### config.mk
export PLATFORM = sky130hd
export DESIGN_NAME = bup_lerp
export DESIGN_NICKNAME = d
export VERILOG_FILES = /design/src/rtl/bup_lerp.sv
export SDC_FILE = /design/constraint.sdc
export NUM_CORES = 1
export LEC_CHECK = 0
export ABC_AREA = 0
export BUFFER_PORTS_ARGS = -buffer_cell sky130_fd_sc_hd__clkbuf_2
export CAP_MARGIN = 10
export CORE_MARGIN = 10
export CORE_UTILIZATION = 49
export DETAILED_ROUTE_END_ITERATION = 8
export PLACE_DENSITY = 0.71
export SLEW_MARGIN = 20
export SYNTH_ARGS = -nofsm -noshare
export SYNTH_HDL_FRONTEND = slang
export SYNTH_SLANG_ARGS = --single-unit
### constraint.sdc
create_clock -name clk -period 10.05 [get_ports clk]
set_input_delay 0.5025 -clock clk [delete_from_list [all_inputs] [get_ports clk]]
set_output_delay 0.5025 -clock clk [all_outputs]
set_load 0.01 [all_outputs]
### src/rtl/bup_lerp.sv
// ----------------------------------------------------------------------------
// bup_lerp
// Weighted sum of four samples in one registered step, enable-gated.
// ----------------------------------------------------------------------------
`default_nettype none
module bup_lerp #(
  parameter int SAMPLE_BITS = 16
) (
  input  wire logic                   clk,
  input  wire logic                   en,
  input  wire logic [SAMPLE_BITS-1:0] v0,
  input  wire logic [SAMPLE_BITS-1:0] v1,
  input  wire logic [SAMPLE_BITS-1:0] v2,
  input  wire logic [SAMPLE_BITS-1:0] v3,
  input  wire logic [3:0]             tx,
  input  wire logic [3:0]             ty,
  output logic      [SAMPLE_BITS-1:0] val
);
  localparam int SW = SAMPLE_BITS + 7;
  logic [6:0]  w0, w1, w2, w3;
  logic [SW-1:0] sum;

  always_comb begin
    w0 = 7'((4'd8 - tx) * (4'd8 - ty));
    w1 = 7'(tx * (4'd8 - ty));
    w2 = 7'((4'd8 - tx) * ty);
    w3 = 7'(tx * ty);
    sum = SW'(v0) * SW'(w0) + SW'(v1) * SW'(w1) + SW'(v2) * SW'(w2)
        + SW'(v3) * SW'(w3) + SW'(32);
  end

  always_ff @(posedge clk) begin
    if (en) begin
      val <= sum[SW-2:6];
    end
  end
endmodule
`default_nettype wire

* Yosys cells after proc, flatten, opt, wreduce, memory -nomap -nowiden
Cells that the tools add are included.
** Word-level totals
- Flip-flop bits (word level) :: 16
- Output and inout bits :: 16
** Cells by class
- $add $sub $neg :: 6
- Multiply operators :: 8
** Operator list (count)
- 16-bit by 7-bit multiplier with 22-bit output :: 4
- 22-bit adder :: 3
- 22-bit by 6-bit adder with 22-bit output (second input constant) :: 1
- 5-bit by 5-bit multiplier with 7-bit output :: 3
- 4-bit by 4-bit subtractor with 5-bit output (first input constant) :: 2
- 4-bit by 4-bit multiplier with 7-bit output :: 1

* Depth between registers and ports, before layout
- Depth in word-level cells :: 7
- Depth in mapped cells :: 40
- Gate-level depth less buffers :: 39

* Least setup slack after synthesis
No wires, ideal clock.
- Path kind :: input port to flip-flop
- Start point :: input ty[0]
- End point :: register val[15] (data pin)
- Setup time :: 268 ps
- Arrival time :: 10450 ps
- Required time :: 9782 ps
- Path slack :: -667 ps
- Stages :: 36
- Cells stage by stage :: clkbuf_1 -> inv_1 -> ha_1 -> xnor2_1 -> nand2_1 -> fa_1 -> fa_1 -> fa_1 -> inv_1 -> ha_1 -> a21o_1 -> a21oi_2 -> xnor3_1 -> xnor3_2 -> clkbuf_1 -> and2_1 -> fa_1 -> fa_1 -> fa_1 -> inv_1 -> fa_1 -> fa_1 -> inv_1 -> fa_1 -> inv_1 -> fa_1 -> inv_1 -> ha_1 -> ha_1 -> a21oi_1 -> o21bai_1 -> a211o_1 -> a21oi_1 -> o21bai_1 -> o31ai_1 -> xnor3_1
** On the way
- Longest elaborated chain between the ends :: 7
- Elaborated cells between the ends (all ways) :: 13
** Ends and longest elaborated chain
- from (decl) :: line 16 : input wire logic [3:0] ty,
- 4-bit by 4-bit subtractor with 5-bit output :: line 24, 25
- 5-bit by 5-bit multiplier with 7-bit output (on tied branches) :: line 24, 25
- 16-bit by 7-bit multiplier with 22-bit output :: line 28 : sum = SW'(v0) * SW'(w0) + SW'(v1) * SW'(w1) + SW'(v2) * SW'(w2)
- 22-bit adder (2 in series) :: line 28
- 22-bit adder (*) :: line 29 : + SW'(v3) * SW'(w3) + SW'(32);
- 22-bit by 6-bit adder with 22-bit output (*) :: line 29
- via sum[21] :: line 21 : logic [SW-1:0] sum;
- to (signal assigned) :: line 34 : val <= sum[SW-2:6];
- to (decl) :: line 17 : output logic [SAMPLE_BITS-1:0] val
The timed path passes the listed nets; every way through them passes the cells marked *.
A chain may end at the register's enable or synchronous reset.

* Worst setup path in the final report
- Start point :: input ty[0]
- End point :: register val[11] (data pin)
The elaborated chain is that of the path after synthesis.

==> impl_results.md <==
* Post-synth top cells: inv_1, fa_1, nand2_1
* Number of max-cap violations at 0
* Non-Filler Instances at between 2000 and 2500
* Top reg by flops: val
* Syn avg cell area at 9.367 µm²
* CTS HTree Levels at 1
* Critical path class: in2reg
* Max-slew violations at 0
* Post-synthesis cell type count at 42
* Netlist Area Pre-Place at ~16000 µm²
* Final min period at a little under 10 ns
* Worst min-delay path class: in2reg
* Vias per cell at 5.022
* Async SR Flop Fraction at 0%
* Initial Util at 49.78%
* Final instance area at 17980 µm²
* Core ar. at 32540 µm²
* CP Launch Type: primary input
* CP Max Fanout at 6
* Footprint of the multi-input gates at between 10000 and 15000 µm²
* Prevailing post-synth register cell: edfxtp_1
* Router iterations before antenna repair at 5
* Fillers at 2987
* DR WL/cell at 16.85 µm
* Largest net degree at the start of global routing at 35
* Register area at 480.5 µm²
* Synthesized instance count at between 1500 and 2000
* Fin util at 55.25%
* Row count at 66
* Critical Path AT at 9.90 ns
* Placer Congestion at 0.8976
* Final Hold Viols at 0
* Final setup violation count at 0
* Vias in the first global route at 12860
* Worst path slowest cell: fa_1
* Total GRT Usage at 19.55%
* Mapped Nets at 2368
* GRT Residual Overflow at 0
* Dpl cells at roughly 2300
* WP data required at between 10 and 15 ns
* Dpl cell area at 17640 µm²
* TritonCTS clock tree: yes
* Status: finished clean
* Critical Path Sink Type: flip-flop
* Die width at 201.8 µm
* DR vias at 11600
* Worst Setup SP: ty[0]
* Area grow syn2layout at 10.99%
* CP dominant cell by count: fa_1
* Antenna-violating nets left at 0
* Sequential element share of the synthesized area at 2.967%
* Clock root cell: clkbuf_16
* Fmax at 100.9 MHz
* Post-Route WL at 38920 µm
* RSZ-0062 raised after global routing: yes
* Die Ht at 201.8 µm
* Post-synth EDFFs at 16
* CP endpoint: val[11]$_DFFE_PP_
* Flops & latches, synth at 16
* IO Port Bufs at 89
* DRC violations left at 0
* Most frequent cell after synthesis: inv_1
* DP HPWL at 34940 µm
* IO Count at 90
* Initial antenna violation count at 1
* Fraction of the cycle the final worst path needs at 98.60%
* Max_slew headroom at 55.37%
* Synth area leaders: fa_1, ha_1, inv_1
* Clock transition at path regs at 0.05 ns
* Post-synth top area share at 51.30%
* Synth area leader: fa_1
* Final net count at 2507
* Cts hold-fix bufs at 0
* Critical path's largest stage delay at 0.63 ns
* First-pass GRT wire length at approximately 64000 µm
* Longest Clk Path Bufs at 2
* Fraction of final layout cells sized beyond drive strength 1 at a little under an eighth
* Setup TNS at 0 ns
* Biggest regs: val (16)
* Yosys warns at 0
* Die footprint at 40720 µm²
* Num Clock Sinks at 16
* Least-Margin Pin Slew at 0.6695 ns
* Cts bufs inserted at 3
* Largest register FFs at 16
* DR iter-0 viols at 460
## critical path: cells and delay by family
kind            cells  cell delay, ns
xor+xnor            4            0.74
buf+inv             9            0.92
compound gates      6            1.11
simple gates        4            0.74
fa+ha+maj          13            5.89
## stage by stage
step	hold WS [ns]	setup WS, ns
finish	0.7870	0.1412
CTS	0.7837	0.004673
global route	0.8279	-0.2218
global placement	0.9318	-0.09181
detailed placement	0.9298	-0.2656
floorplan	0.6150	0.06087
## routing by layer
metal / vias to the layer above / wire [µm] / GRT usage, %
met5: - / 0 / 0
met4: 0 / 1060 / 4.591
met3: 57 / 1250 / 1.439
met2: 254 / 21900 / 37.61
met1: 6057 / 14700 / 23.01
li1: 5233 / - / -
## final cells by class
cell class                      count  share of cell area, %
Clock buffer                        3                 0.4176
Clock inverter                      1                0.02088
Sequential cell                    16                  2.673
Timing Repair Buffer              174                  6.445
Multi-Input combinational cell   1200                  77.48
Tap cell                          442                  3.076
Inverter                          473                  9.877
Antenna cell                        1                0.01392
## cell usage in the layout (no fill, tap or decap), types with 16 or more instances in the layout
cell type    n
edfxtp_1    16
ha_1       145
buf_4       75
nand2b_1    31
inv_1      468
clkbuf_2    86
xnor2_1     38
fa_1       415
nand2_1    259
and2_1     173
and3_1      32
## worst min-delay path by stage
stage                 startpoint                 to  slack (ns)  cells past startpoint
2_1_floorplan                 en   val[0]$_DFFE_PP_        0.61                      0
3_3_place_gp   val[10]$_DFFE_PP_            val[10]        0.93                      1
3_5_place_dp   val[13]$_DFFE_PP_            val[13]        0.93                      1
4_1_cts                       en  val[15]$_DFFE_PP_        0.78                      1
5_1_grt                       en  val[13]$_DFFE_PP_        0.83                      1
6_report                      en  val[13]$_DFFE_PP_        0.79                      1
## cells by family (layout without fill, tap and decap cells)
group,after synthesis,in the layout,synth area share [%]
fa+ha+maj,565,565,62.89
simple gates,531,531,16.42
buf+inv,513,651,11.92
xor+xnor,60,60,4.040
compound gates,43,43,1.700
flops,16,16,2.967
mux,1,1,0.06181
other cells,0,1,0
## timing repair
action                                  4_1_cts  5_1_grt
pin swaps                                    10       38
buffers inserted                              1       11
resized for setup                             2       41
endpoints found under the setup margin        1        7
Power is left out: the tool's default activity adds up to more than one toggle a clock period on the data nets, which glitch-free logic cannot reach.
